--- config.mk ---
export PLATFORM = sky130hd
export DESIGN_NAME = ifla_fresh
export DESIGN_NICKNAME = d
export VERILOG_FILES = /design/src/design/ifla_pkg.sv /design/src/design/ifla_fresh.sv
export SDC_FILE = /design/constraint.sdc
export NUM_CORES = 1
export LEC_CHECK = 0
export BUFFER_PORTS_ARGS = -buffer_cell sky130_fd_sc_hd__buf_2
export CAP_MARGIN = 20
export CORE_MARGIN = 10
export CORE_UTILIZATION = 40
export DETAILED_ROUTE_END_ITERATION = 7
export RECOVER_POWER = 25
export SLEW_MARGIN = 20
export SYNTH_ARGS = -nofsm -noshare
export SYNTH_HDL_FRONTEND = slang
export SYNTH_SLANG_ARGS = --single-unit
--- constraint.sdc ---
create_clock -name clk -period 5.3 [get_ports clk]
set_clock_uncertainty 0.15 [all_clocks]
set_input_delay 0.53 -clock clk [delete_from_list [all_inputs] [get_ports clk]]
set_output_delay 0.53 -clock clk [all_outputs]
set_load 0.005 [all_outputs]
--- src/design/ifla_pkg.sv ---
// Shared constants, codes and types of the slot identifier allocator.
`default_nettype none
package ifla_pkg;

  localparam int CAPACITY   = 1024;
  localparam int MIN_GROWTH = 64;
  localparam int ID_W       = 10;
  localparam int CNT_W      = $clog2(CAPACITY) + 1;
  localparam int DATA_W     = 16;

  localparam logic [1:0] OP_ALLOC  = 2'd0;
  localparam logic [1:0] OP_FREE   = 2'd1;
  localparam logic [1:0] OP_LOOKUP = 2'd2;

  localparam logic [1:0] ST_OK        = 2'd0;
  localparam logic [1:0] ST_EXHAUSTED = 2'd1;
  localparam logic [1:0] ST_RANGE     = 2'd2;
  localparam logic [1:0] ST_NOT_USED  = 2'd3;

  typedef enum logic [1:0] {
    S_CLEAR,
    S_IDLE,
    S_EXEC
  } state_t;

  typedef struct packed {
    logic             ok;
    logic [ID_W-1:0]  id;
    logic [CNT_W-1:0] size;
  } fresh_t;

endpackage
`default_nettype wire

--- src/design/ifla_fresh.sv ---
// Fresh identifier source: table size, growth and the current count-down batch.
`default_nettype none
module ifla_fresh
  import ifla_pkg::*;
(
  input  wire logic clk,
  input  wire logic rst,
  input  wire logic take,
  output fresh_t    fresh
);

  logic [CNT_W-1:0] table_size;
  logic [ID_W-1:0]  fresh_next;
  logic [ID_W-1:0]  fresh_floor;

  logic             batch_empty;
  logic             can_grow;
  logic [CNT_W:0]   doubled;
  logic [CNT_W:0]   grown;
  logic [ID_W-1:0]  eff_next;
  logic [ID_W-1:0]  eff_floor;

  always_comb begin
    batch_empty = (fresh_floor == '0) || (fresh_next < fresh_floor);
    can_grow    = table_size < CNT_W'(CAPACITY);
    doubled     = {table_size, 1'b0};
    grown       = doubled;
    if (grown < (CNT_W+1)'(MIN_GROWTH)) begin
      grown = (CNT_W+1)'(MIN_GROWTH);
    end
    if (grown > (CNT_W+1)'(CAPACITY)) begin
      grown = (CNT_W+1)'(CAPACITY);
    end
    if (batch_empty) begin
      eff_next  = ID_W'(grown - (CNT_W+1)'(1));
      eff_floor = (table_size == '0) ? ID_W'(1) : table_size[ID_W-1:0];
    end else begin
      eff_next  = fresh_next;
      eff_floor = fresh_floor;
    end
    fresh.ok   = !batch_empty || can_grow;
    fresh.id   = eff_next;
    fresh.size = table_size;
  end

  always_ff @(posedge clk) begin
    if (rst) begin
      table_size  <= '0;
      fresh_next  <= '0;
      fresh_floor <= '0;
    end else if (take && fresh.ok) begin
      if (batch_empty) begin
        table_size <= grown[CNT_W-1:0];
      end
      if (eff_next <= eff_floor) begin
        fresh_floor <= '0;
        fresh_next  <= eff_next;
      end else begin
        fresh_floor <= eff_floor;
        fresh_next  <= eff_next - ID_W'(1);
      end
    end
  end

endmodule
`default_nettype wire

==> out/qor.txt <==
CTS tree = built
Crit path launch = fresh_floor[9]
Pwr Density = 691 nW/µm²
Total CTS buffers = 3
Overflow after GRT = 0
Die span in x = 88.7 µm
Htree depth = 1
Final WL = 5170 µm
Non-Filler Instances = 313
Post-synth EDFFs = 0
Max-cap violations = 0
#FFs+latches synth = 25
Placed cell count = 309
Comb power frac = 70.4%
Vias in the first global route = 1839
Period utilization = 89.5%
Yosys cell types = 53
N_diodes = 0
# resized after CTS = 0
Worst path cell trace = inv_1 -> ha_1 -> a21oi_1 -> o21ai_1 -> a21o_1 -> o21ai_2 -> buf_4 -> mux2_1 -> ha_1 -> nand4_1 -> a211oi_1 -> a2111oi_0 -> nor2_1 -> nand2_1 -> or3_1 -> a311oi_2
# setup viols final = 0
Synthesized area = 1890 µm²
GPL Wtd Cong = 0.864
Leak = 0.000792 µW
Hold Startpoint = fresh_floor[5]
Post-synth ARST share = 0%
Die height = 88.7 µm
Final #Nets = 286
Clock Sinks = 25
Internal = 651 µW
Max stage delay on crit path = 0.60 ns
Initial DRC count = 137
Multi-input logic area = 1250 µm²
Fillers = 466
Flop pwr share = 21.1%
Full die area = 7860 µm²
GRT Util Overall = 14.1%
CP endpoint kind = register
Outcome = complete, no violations
Worst slew pin tran = 1.34 ns
Main synth FF type = dfxtp_1
First-pass GRT wire length = 8910 µm
Register area share after synthesis = 26.5%
Routed len/inst = 16.5 µm
Slew margin rel. = 9.94%
Root buf cell = clkbuf_8
RSZ-0062 raised after global routing = no
Clock latency on the worst-skew pair = 0.28 ns
Number of I/O pins = 25
Final Hold Fails = 0
Initial Utilization = 42.2%
WP data required = 5.35 ns
Cell Rows = 24
Post-CTS Repair Setup Buffers = 0
Worst EP arrival = 4.79 ns
Share of layout cells above drive strength 1 = 10.3%
Final ANT Viol Nets = 0
Largest net degree at the start of global routing = 25
DRC = 0
Critical path peak fanout = 15
DR vias = 1805
Critical path type = reg -> reg
Minimum clock period = 4.74 ns
Critical path's slowest cell = nor2_1
Syn Area/Cell = 7.58 µm²
VDD IR-drop max = 0.396 mV
Clock Path Buffers = 2
Initial antenna violation count = 0
Port buffer count = 18
CP most frequent cell = ha_1
Ys Warns = 0
Fin Setup TNS = 0 ns
Pins Over Slew Limit = 0
DR pass1 iterations = 4
P&R area growth vs syn = 7.03%
P_sw = 745 µW
HPWL after DPL = 3880 µm
Max Freq = 211 MHz
Register area = 500 µm²
Core Box Area = 4470 µm²
Reg clk slew, reported paths = 0.09 ns
Via density = 5.77
CP Launch Type = register
Hold Path Class = reg -> reg
Net Sw Frac = 53.4%
Hold_buf cts = 0
Clock network fraction of total power = 8.5%
Post-Syn Instances = 249
RR Startpoint = fresh_floor[9]
[layer usage]
| layer | vias up | GRT usage, % | wire length, µm |
|---|---|---|---|
| li1 | 901 | - | - |
| met5 | - | 0 | 0 |
| met4 | 0 | 2.94 | 39 |
| met2 | 51 | 22.8 | 2450 |
| met3 | 5 | 3.13 | 282 |
| met1 | 848 | 18.7 | 2400 |
[through the flow]
| step | total power, µW | utilization, % | setup slack (ns) | cell area, µm² | hold slack, ns |
|---|---|---|---|---|---|
| floorplan | 1030 | - | 1.56 | 1910 | 0.305 |
| CTS | 1390 | 45.2 | 0.636 | 2020 | 0.344 |
| finish | 1400 | 45.1 | 0.556 | 2020 | 0.342 |
| detailed placement | 1270 | 44.2 | 0.676 | 1980 | 0.330 |
| global route | 1550 | 45.1 | 0.128 | 2020 | 0.368 |
| global placement | 1270 | 44.2 | 0.773 | 1980 | 0.328 |
[state kept, by name, indices dropped and copies added (netlist names)]
name	flops
fresh_floor	10
fresh_next	10
table_size	5
[cells by family (layout without fill, tap and decap cells)]
| kind of cell | after synthesis | count (layout) | synth area share [%] |
|---|---|---|---|
| simple gates | 109 | 109 | 28.4 |
| compound gates | 54 | 54 | 20.1 |
| buf+inv | 34 | 41 | 8.35 |
| flops | 25 | 25 | 26.5 |
| fa+ha+maj | 21 | 21 | 13.9 |
| xor+xnor | 4 | 4 | 1.86 |
| other cells | 1 | 6 | 0.199 |
| mux | 1 | 1 | 0.597 |
[path summary, 6_finish.rpt]
kind                     to  slack [ns]  cells after the start
min          fresh_floor[5]        0.34                      2
max           fresh_next[6]        0.56                     16
min reg2reg  fresh_floor[5]        0.34                      2
max reg2reg   fresh_next[6]        0.56                     16
[Yosys cell counts, types with 6 or more instances]
cell / count / area, µm²
inv_1: 18 / 67.6
nand2_1: 26 / 97.6
dfxtp_1: 25 / 500
ha_1: 21 / 263
nand4_1: 9 / 56.3
o21ai_0: 6 / 30.0
nor3_1: 11 / 55.1
clkbuf_1: 6 / 22.5
buf_4: 7 / 52.6
nand3_1: 7 / 35.0
a21oi_1: 18 / 90.1
nand2b_1: 7 / 43.8
nor2_1: 27 / 101
[power by group through the flow]
stage | Clock (µW) | Combinational (µW) | Sequential (µW)
after floorplan | 0 | 752 | 275
after global placement | 0 | 974 | 299
after detailed placement | 0 | 974 | 298
after CTS | 121 | 978 | 293
after global routing | 129 | 1120 | 304
final | 118 | 982 | 295
[critical path: cells and delay by family, from the launching register on]
| family | cells | cell delay (ns) |
|---|---|---|
| AO/OA/AOI/OAI | 7 | 1.48 |
| multiplexers | 1 | 0.38 |
| AND/OR/NAND/NOR | 4 | 1.30 |
| adder cells (fa/ha/maj) | 2 | 0.60 |
| flip-flops | 1 | 0.40 |
| buffers and inverters | 2 | 0.33 |
[layout by cell type, fill, tap and decap left out, types with 4 or more instances in the layout]
| cell type | netlist | layout |
|---|---|---|
| a21oi_1 | 18 | 18 |
| buf_2 | 3 | 14 |
| clkbuf_1 | 6 | 4 |
| conb_1 | 1 | 6 |
| dfxtp_1 | 25 | 25 |
| ha_1 | 21 | 21 |
| inv_1 | 18 | 18 |
| nand2_1 | 26 | 26 |
| nand2b_1 | 7 | 7 |
| nand3_1 | 7 | 7 |
| nand4_1 | 9 | 9 |
| nor2_1 | 27 | 27 |
| nor2b_1 | 4 | 4 |
| nor3_1 | 11 | 11 |
| o21ai_0 | 6 | 6 |
| xnor2_1 | 4 | 4 |
[final cells by class]
| class | instances | share of cell area, % |
|---|---|---|
| Clock buffer | 3 | 2.04 |
| Clock inverter | 1 | 0.248 |
| Inverter | 18 | 3.35 |
| Multi-Input combinational cell | 195 | 61.8 |
| Sequential cell | 25 | 24.8 |
| Tap cell | 52 | 3.22 |
| Timing Repair Buffer | 19 | 4.58 |
No activity file was read; power rests on OpenSTA's default activity.
