$ cat src/design/ifla_ram.sv
// Generic simple dual-port RAM with one write port and a registered read port.
`default_nettype none
module ifla_ram #(
  parameter int WIDTH = 8,
  parameter int DEPTH = 16
) (
  input  wire logic                     clk,
  input  wire logic                     we,
  input  wire logic [$clog2(DEPTH)-1:0] waddr,
  input  wire logic [WIDTH-1:0]         wdata,
  input  wire logic [$clog2(DEPTH)-1:0] raddr,
  output logic      [WIDTH-1:0]         rdata
);

  logic [WIDTH-1:0] mem [DEPTH];

  always_ff @(posedge clk) begin
    if (we) begin
      mem[waddr] <= wdata;
    end
    rdata <= mem[raddr];
  end

endmodule
`default_nettype wire

$ cat config.mk
export PLATFORM = sky130hd
export DESIGN_NAME = ifla_ram
export DESIGN_NICKNAME = d
export VERILOG_FILES = /design/src/design/ifla_ram.sv
export SDC_FILE = /design/constraint.sdc
export NUM_CORES = 1
export LEC_CHECK = 0
export BUFFER_PORTS_ARGS = -buffer_cell sky130_fd_sc_hd__buf_4
export CAP_MARGIN = 20
export CORE_MARGIN = 4
export CORE_UTILIZATION = 62
export CTS_CLUSTER_SIZE = 16
export DETAILED_ROUTE_END_ITERATION = 6
export HOLD_SLACK_MARGIN = 0.08
export MAX_ROUTING_LAYER = met4
export PLACE_DENSITY = 0.92
export RECOVER_POWER = 25
export SETUP_SLACK_MARGIN = 0.4
export SLEW_MARGIN = 20
export SYNTH_ARGS = -nofsm -noshare
export SYNTH_HDL_FRONTEND = slang
export SYNTH_SLANG_ARGS = --single-unit
$ cat constraint.sdc
create_clock -name clk -period 2.6 [get_ports clk]
set_input_delay 0.39 -clock clk [delete_from_list [all_inputs] [get_ports clk]]
set_output_delay 0.39 -clock clk [all_outputs]
set_load 0.05 [all_outputs]
==> results.toml, run 1 <==
[yosys]
synthesis.area_um2 = 5150
post_synth_inst_count = 229
synth_simple_gate_area_share_pct = 3.18
ys_types = 19
synthAdderAreaFrac_pct = 0
syn_area_per_cell_um2 = 22.5
ys_ff_latch = 136
synthXorXnorAreaFrac_pct = 0
syn_nets = 247
synth-seq-area-share_pct = 77.8
synth.area.mux_share_pct = 15.0
synth_warnings = 0
synth_compound_area_share_pct = 2.33
synth_top_family_by_area = "multiplexers"

[floorplan]
core-area_um2 = 7890
die_h_um = 99.1
die_x_um = 99.1
start_util_pct = 65.3
boundaryPins = 26
die_area_um2 = 9820
rows = 32

[placed_design]
place_area_um2 = 5490
place.gp.congestion = 0.761
hpwl_um = 6230
port_buffers = 25

[sta]
tightest_slew_ps = 724
final_max_slew_viol_count = 0
clock.fmax_mhz = 654
fin_skew_ps = 8.82
finalSetupViolCount = 0
period_needed_ps = 1530
rsz0062_at_grt = "false"
slew_headroom_pct = 51.5
fin_tns_setup_ps = 0
finalCritPeriodShare_pct = 58.8
hold_viol_final = 0

[routing]
drtPass1Iterations = 5
ant_nets = 0
post_drt_wl_per_cell_um = 27.8
first_iter_violations = 339
num_vias = 2586
wl_um = 10900
drcViolationCount = 0
viasPerCell = 6.58

[worst_setup_path]
crit_type = "primary input to register"
cp-end-kind = "register"
cp.required_ps = 3000
cp_max_fo = 32
worst_ep_arrival_time_ps = 1920
worstSetupStartpointType = "primary input"

[clocking]
insertion_delay_ps = 520
cts_buffers = 17
cts_max_path_buffers = 2
cts_tree = "built"
cts_max_level = 4
cts_resized = 0
clkSlewWorstSetupHoldPaths_ps = 60
ctsHoldBuffers = 0
postCtsSetupBuffers = 0
clock-root-buffer = "clkbuf_8"
cts_num_sinks = 136

[layout]
syn_to_final_growth_pct = 18.0
layout_commonest_cell = "edfxtp_1"
utilization_pct = 77.0
stdcell_area_um2 = 6070
fin_nets = 296
final_cell_mix = "128 x edfxtp_1, 32 x buf_4, 18 x mux4_2"
drive_above_1_share_pct = 27.8
antenna_cells = 0

[grt]
gr-max-usage-layer = "met2"
gr-total-overflow = 0
grt_max_degree = 33
antenna_found_initial = 0
met2_usage_pct = 37.7
grt_pass1_wl_um = 16400
grt_pass1_vias = 2637
grt_util_met3_pct = 6.10
grtUsageTotal_pct = 24.9
grtUsageMet1_pct = 32.7

[run]
max_cap_viol_count = 0

[power_and_ir_drop]
p_leak_nw = 2.04
p_per_area_nw_per_um2 = 861
vdd_drop_max_v = 0.000578

[outcome]
status = "completed"

[worst_hold_path]
hp-class = "primary input to register"
-- metal layers --
layer,part of all wire (%),vias up
met4,2.3,0
met3,9.2,24
met5,0,-
met2,50,175
met1,39,1315
li1,-,1072
-- logic make-up after synthesis --
| family | after synthesis |
|---|---|
| buf+inv | 10 |
| simple gates | 35 |
| flops | 136 |
| compound gates | 16 |
| mux | 32 |
-- stage by stage --
step / std cells / hold WS, ps / setup WS, ps / total power [mW]
final: 393 / 320 / 1070 / 5.23
after floorplan: 229 / 489 / 717 / 2.68
after global routing: 393 / 310 / 988 / 5.37
after CTS: 393 / 181 / 1050 / 5.24
after global placement: 361 / 649 / 579 / 2.78
after detailed placement: 361 / 673 / 521 / 2.80
-- worst paths after layout --
path	from	to	slack, ps	depth (start not counted)
worst min-delay path	waddr[0]	mem[4][1]	320	2
worst max register to register	mem[9][1]	rdata[1]	1180	3
worst min register to register	mem[6][4]	rdata[4]	680	3
worst max-delay path	raddr[0]	rdata[5]	1070	4
-- report_power, final --
part           internal [mW]  switching (mW)
combinational          0.102           0.183
clock                   1.56           0.913
sequential              2.45          0.0189
-- cells in the mapped netlist, drive strengths merged --
master	instances	area share, %
edfxtp	128	75
mux4	32	15
a22oi	16	2.3
nor2	13	0.95
nand2	9	0.66
dfxtp	8	3.1
buf	7	1.1
nor3	4	0.39
clkdlybuf4s25	3	0.58
nand2b	2	0.24
nand3b	2	0.29
and2	1	0.12
and2b	1	0.15
nand3	1	0.097
nor2b	1	0.12
or3b	1	0.17
-- layout make-up --
cell class | instances | area, µm²
Clock buffer | 17 | 414
Clock inverter | 15 | 199
Fill cell | 368 | 1820
Multi-Input combinational cell | 83 | 1060
Sequential cell | 136 | 4000
Tap cell | 102 | 128
Timing Repair Buffer | 40 | 270
-- registers in the layout, summed over array words and instances, names as in the netlist --
register,count
rdata,8
mem,128
-- worst max-delay path, cell delays in order --
cell and delay (ps):
buf_4 470, mux4_1 660, a22oi_1 290, nand2_1 100
Power figures use the tool's default switching activity.
==> inputs of run 2 (changes only) <==
--- a/config.mk
+++ b/config.mk
@@ -5,15 +5,16 @@
 export SDC_FILE = /design/constraint.sdc
 export NUM_CORES = 1
 export LEC_CHECK = 0
+export ABC_AREA = 1
 export BUFFER_PORTS_ARGS = -buffer_cell sky130_fd_sc_hd__buf_4
 export CAP_MARGIN = 20
 export CORE_MARGIN = 4
-export CORE_UTILIZATION = 62
+export CORE_UTILIZATION = 55
 export CTS_CLUSTER_SIZE = 16
 export DETAILED_ROUTE_END_ITERATION = 6
 export HOLD_SLACK_MARGIN = 0.08
 export MAX_ROUTING_LAYER = met4
-export PLACE_DENSITY = 0.92
+export PLACE_DENSITY = 0.86
 export RECOVER_POWER = 25
 export SETUP_SLACK_MARGIN = 0.4
 export SLEW_MARGIN = 20
==> constraint.sdc (replaced) <==
create_clock -name clk -period 1.2 [get_ports clk]
set_input_delay 0.18 -clock clk [delete_from_list [all_inputs] [get_ports clk]]
set_output_delay 0.18 -clock clk [all_outputs]
set_load 0.05 [all_outputs]
==> results.toml, run 2 <==
[sta]
period_needed_ps = 1180
clock.fmax_mhz = 850
hold_viol_final = 0
fin_skew_ps = 5.79
final_max_slew_viol_count = 0
finalCritPeriodShare_pct = 98.0
rsz0062_at_grt = "true"
tightest_slew_ps = 729
slew_headroom_pct = 51.2
timing.hold.ws_ps = 137
finalSetupViolCount = 0

[clocking]
cts_num_sinks = 136
postCtsSetupBuffers = 0
clock-root-buffer = "clkbuf_8"
insertion_delay_ps = 520
cts_max_level = 4
cts_buffers = 17
clkSlewWorstSetupHoldPaths_ps = 60
cts_max_path_buffers = 2
cts_tree = "built"

[layout]
nFillCells = 675
syn_to_final_growth_pct = 26.4
largest_reg_flops = 128
final_cell_mix = "144 x nand2_1, 128 x edfxtp_1, 92 x inv_1"
antenna_cells = 0
largest-register = "mem"
seq_area_um2 = 4010
multiInputGateArea_um2 = 1600
fin_nets = 618
top_regs = "mem: 128 flops, rdata: 8 flops"
utilization_pct = 71.0
stdcell_area_um2 = 7290
drive_above_1_share_pct = 28.9
layout_commonest_cell = "nand2_1"

[floorplan]
boundaryPins = 26
rows = 37
die_x_um = 110
die_h_um = 110
core-area_um2 = 10300
die_area_um2 = 12200
start_util_pct = 56.1

[run]
max_cap_viol_count = 0

[power_and_ir_drop]
p_per_area_nw_per_um2 = 1560
vdd_drop_max_v = 0.00103
p_total_mw = 11.4
p_leak_nw = 3.10

[yosys]
synth-seq-area-share_pct = 69.4
syn_nets = 569
ys_ff_latch = 136
ys_top_cells_by_area = "edfxtp_1 67%, nand2_1 11%, nand3_1 8.4%"
synth_edf_count = 128
synthArstFlopShare_pct = 0
ys_types = 12
syn_area_per_cell_um2 = 10.5
post-synth-top-count-cell = "nand2_1"
synth.top_cells.by_count = "173 x nand2_1, 128 x edfxtp_1, 100 x inv_1"
synth_warnings = 0
synth_flop_cell = "edfxtp_1"
post_synth_inst_count = 551
netlist.area_leader.share_pct = 66.7
yosys.area.top_type = "edfxtp_1"
synthesis.area_um2 = 5770

[placed_design]
hpwl_um = 7960
place_area_um2 = 6340
place.gp.congestion = 0.896
port_buffers = 25

[grt]
grt_pass1_wl_um = 21100
gr-total-overflow = 0
grt_pass1_vias = 3971
antenna_found_initial = 0
grtUsageTotal_pct = 25.2
grt_max_degree = 33

[routing]
viasPerCell = 5.49
first_iter_violations = 352
drtPass1Iterations = 5
wl_um = 14200
ant_nets = 0
drcViolationCount = 0
num_vias = 4112
post_drt_wl_per_cell_um = 19.0

[worst_setup_path]
cp.required_ps = 1020
worst-path-buf-inv = 1
path_cells = "buf_8"
crit_slowest_cell = "dfxtp_2"
worst_ep_arrival_time_ps = 1000
cp_max_fo = 1
worstSetupStartpointType = "register"
crit_type = "register to output pin"
critical_path.top_delay_family = "flip-flops"
cp_slowest_stage_delay_ps = 340
cp-end-kind = "output pin"

[worst_hold_path]
hp-class = "primary input to register"

[outcome]
status = "completed"
-- run 2: cell count changes after synthesis, sizes merged, moves of 4 or more --
cell / before / now
nor2: 13 / 17
nand3: 1 / 97
inv: 0 / 102
mux4: 32 / 0
buf: 7 / 24
nand2: 9 / 173
a22oi: 16 / 0
nor3: 4 / 0
-- run 2: cells by family (layout without fill, tap and decap cells) --
| group | count (synthesis) | count (layout) | synth area share (%) |
|---|---|---|---|
| simple gates | 289 | 289 | 21.0 |
| flops | 136 | 136 | 69.4 |
| buf+inv | 126 | 188 | 9.52 |
-- run 2: path summary, 6_finish.rpt --
kind	depth (start not counted)	endpoint	slack, ps	from
worst max register to register	6	rdata[2]	180	mem[0][2]
worst min-delay path	4	rdata[6]	140	raddr[2]
worst max-delay path	1	rdata[3]	20	rdata[3]
worst min register to register	6	rdata[6]	690	mem[10][6]
-- run 2: report_power, final --
group	leakage (nW)	switching, mW	internal (mW)
registers	1.22	0.0457	5.32
clock network	0.273	1.88	3.14
logic	1.60	0.670	0.351
total	3.10	2.59	8.81
-- run 2: per-layer routing --
layer / share of wire (%) / up-vias / wire length [µm] / global-route usage, %
li1: - / 1875 / - / -
met1: 37 / 1949 / 5270 / 30.8
met2: 51 / 245 / 7270 / 39.9
met3: 8.3 / 43 / 1180 / 5.42
met4: 3.6 / 0 / 514 / 12.8
met5: 0 / - / 0 / -
-- run 2: stage by stage --
step | setup WS (ps) | setup TNS (ps) | std cells
after global routing | -21.2 | -70.9 | 749
after detailed placement | -34.1 | -981 | 707
final | 24.2 | 0 | 749
after global placement | -19.1 | -413 | 707
after CTS | 0.123 | 0 | 749
after floorplan | 146 | 0 | 551
-- run 2: cell type report --
cell class	instances	share of cell area [%]
flip-flops and latches	136	55.0
multi-input cells	289	21.9
repair buffers	54	7.41
clock buffers	18	5.73
inverters	102	5.42
well taps	136	2.33
clock inverters	14	2.13
-- run 2: what timing repair did --
| item | in CTS | in global routing |
|---|---|---|
| hold buffers | 10 | 0 |
| setup endpoints to repair | 16 | 16 |
| pin swaps | 27 | 22 |
| endpoints found under the hold margin | 136 | 0 |
| gates resized for setup | 52 | 42 |
==> inputs of run 3 (changes only) <==
--- a/config.mk
+++ b/config.mk
@@ -6,15 +6,15 @@
 export NUM_CORES = 1
 export LEC_CHECK = 0
 export ABC_AREA = 1
-export BUFFER_PORTS_ARGS = -buffer_cell sky130_fd_sc_hd__buf_4
 export CAP_MARGIN = 20
-export CORE_MARGIN = 4
-export CORE_UTILIZATION = 55
+export CORE_MARGIN = 5
+export CORE_UTILIZATION = 57
 export CTS_CLUSTER_SIZE = 16
 export DETAILED_ROUTE_END_ITERATION = 6
+export DONT_BUFFER_PORTS = 1
 export HOLD_SLACK_MARGIN = 0.08
 export MAX_ROUTING_LAYER = met4
-export PLACE_DENSITY = 0.86
+export PLACE_DENSITY_LB_ADDON = 0.15
 export RECOVER_POWER = 25
 export SETUP_SLACK_MARGIN = 0.4
 export SLEW_MARGIN = 20
==> results.toml, run 3 (synthesized netlist as in run 2, its figures left out) <==
[floorplan]
boundaryPins = 26
rows = 36
start_util_pct = 58.7
die_x_um = 111
die_area_um2 = 12200
core-area_um2 = 9820
die_h_um = 111

[layout]
largest_reg_flops = 128
top_regs = "mem: 128 flops, rdata: 8 flops"
antenna_cells = 0
utilization_pct = 72.1
stdcell_area_um2 = 7080
largest-register = "mem"
fin_cells = 710
seq_area_um2 = 4030
multiInputGateArea_um2 = 1690
final_cell_mix = "142 x nand2_1, 128 x edfxtp_1, 93 x inv_1"
fin_nets = 582
layout_commonest_cell = "nand2_1"
nFillCells = 698
syn_to_final_growth_pct = 22.8
drive_above_1_share_pct = 27.7

[run]
max_cap_viol_count = 0

[placed_design]
place_area_um2 = 6030
placed_cells = 668
place.gp.congestion = 0.865
place_ws_ps = -6.41
hpwl_um = 7770
port_buffers = 0

[routing]
ant_nets = 0
drcViolationCount = 0
met1_length_um = 5130
drtPass1Iterations = 5
dr.max_layer_used = "met4"
wl_met3_um = 777
wl_um = 13000
post_drt_wl_per_cell_um = 18.3
viasPerCell = 5.30
met2_length_um = 6820
num_vias = 3766
first_iter_violations = 251

[grt]
grt_pass1_vias = 3773
gr-total-overflow = 0
grtUsageTotal_pct = 23.0
antenna_found_initial = 0
grt_pass1_wl_um = 20400
grt_max_degree = 66

[sta]
rsz0062_at_grt = "true"
fin_tns_setup_ps = 0
clock.fmax_mhz = 872
finalSetupViolCount = 0
finalCritPeriodShare_pct = 95.6
slew_headroom_pct = 38.4
hold_viol_final = 8
final_max_slew_viol_count = 0
fin_skew_ps = 6.99
timing.hold.ws_ps = -152
fin_ws_ps = 53.3
tightest_slew_ps = 924
period_needed_ps = 1150

[worst_setup_path]
cp_max_fo = 1
crit_type = "register to output pin"
cp-end-kind = "output pin"
cp.required_ps = 1020
worstSetupStartpointType = "register"
worst_ep_arrival_time_ps = 970

[worst_hold_path]
hp-class = "primary input to register"

[power_and_ir_drop]
p_total_mw = 11.5
p_leak_nw = 2.99
p_per_area_nw_per_um2 = 1630
vdd_drop_max_v = 0.00110

[clocking]
cts_num_sinks = 136
clock-root-buffer = "clkbuf_8"
cts_max_level = 4
insertion_delay_ps = 530
cts_max_path_buffers = 2
cts_tree = "built"
clkSlewWorstSetupHoldPaths_ps = 60
cts_buffers = 17
ctsHoldBuffers = 10
postCtsSetupBuffers = 0

[outcome]
violations = "negative hold slack"
status = "complete, but fails checks"
==> run 3: changes by cell type in the layout (fill, tap and decap cells not counted), moves of 8 or more <==
cell and delta:
nor2_4 +9, buf_8 -8, buf_4 -21, dfxtp_4 +8, dfxtp_2 -8, dlygate4sd3_1 -10
==> run 3: area by class of cell <==
cell class | instances | area share [%]
Sequential cell | 136 | 57.0
Multi-Input combinational cell | 289 | 23.9
Clock buffer | 18 | 5.90
Inverter | 102 | 5.58
Clock inverter | 14 | 2.79
Timing Repair Buffer | 18 | 2.51
Tap cell | 133 | 2.35
==> run 3: power breakdown <==
group | switching, mW | internal, mW
clock network | 1.99 | 3.39
registers | 0.143 | 5.32
logic | 0.449 | 0.215
total | 2.58 | 8.93
==> run 3: repair_timing <==
action | 4_1_cts | 5_1_grt
pin swaps | 27 | 28
hold endpoints to repair | 216 | 88
setup endpoints to repair | 16 | 208
resized for setup | 57 | 43
==> run 3: worst paths after layout <==
path                                 start       end  slack, ps  depth (start not counted)
worst max-delay path              rdata[0]  rdata[0]         50                          0
worst min-delay path              raddr[2]  rdata[3]       -150                          3
worst max register to register   mem[3][5]  rdata[5]        200                          6
worst min register to register  mem[10][6]  rdata[6]        670                          6
==> run 3: metal layers <==
| metal | track usage, % | vias up |
|---|---|---|
| met5 | - | - |
| met4 | 7.31 | 0 |
| met3 | 5.09 | 20 |
| met2 | 38.9 | 131 |
| met1 | 27.4 | 1817 |
| li1 | - | 1798 |
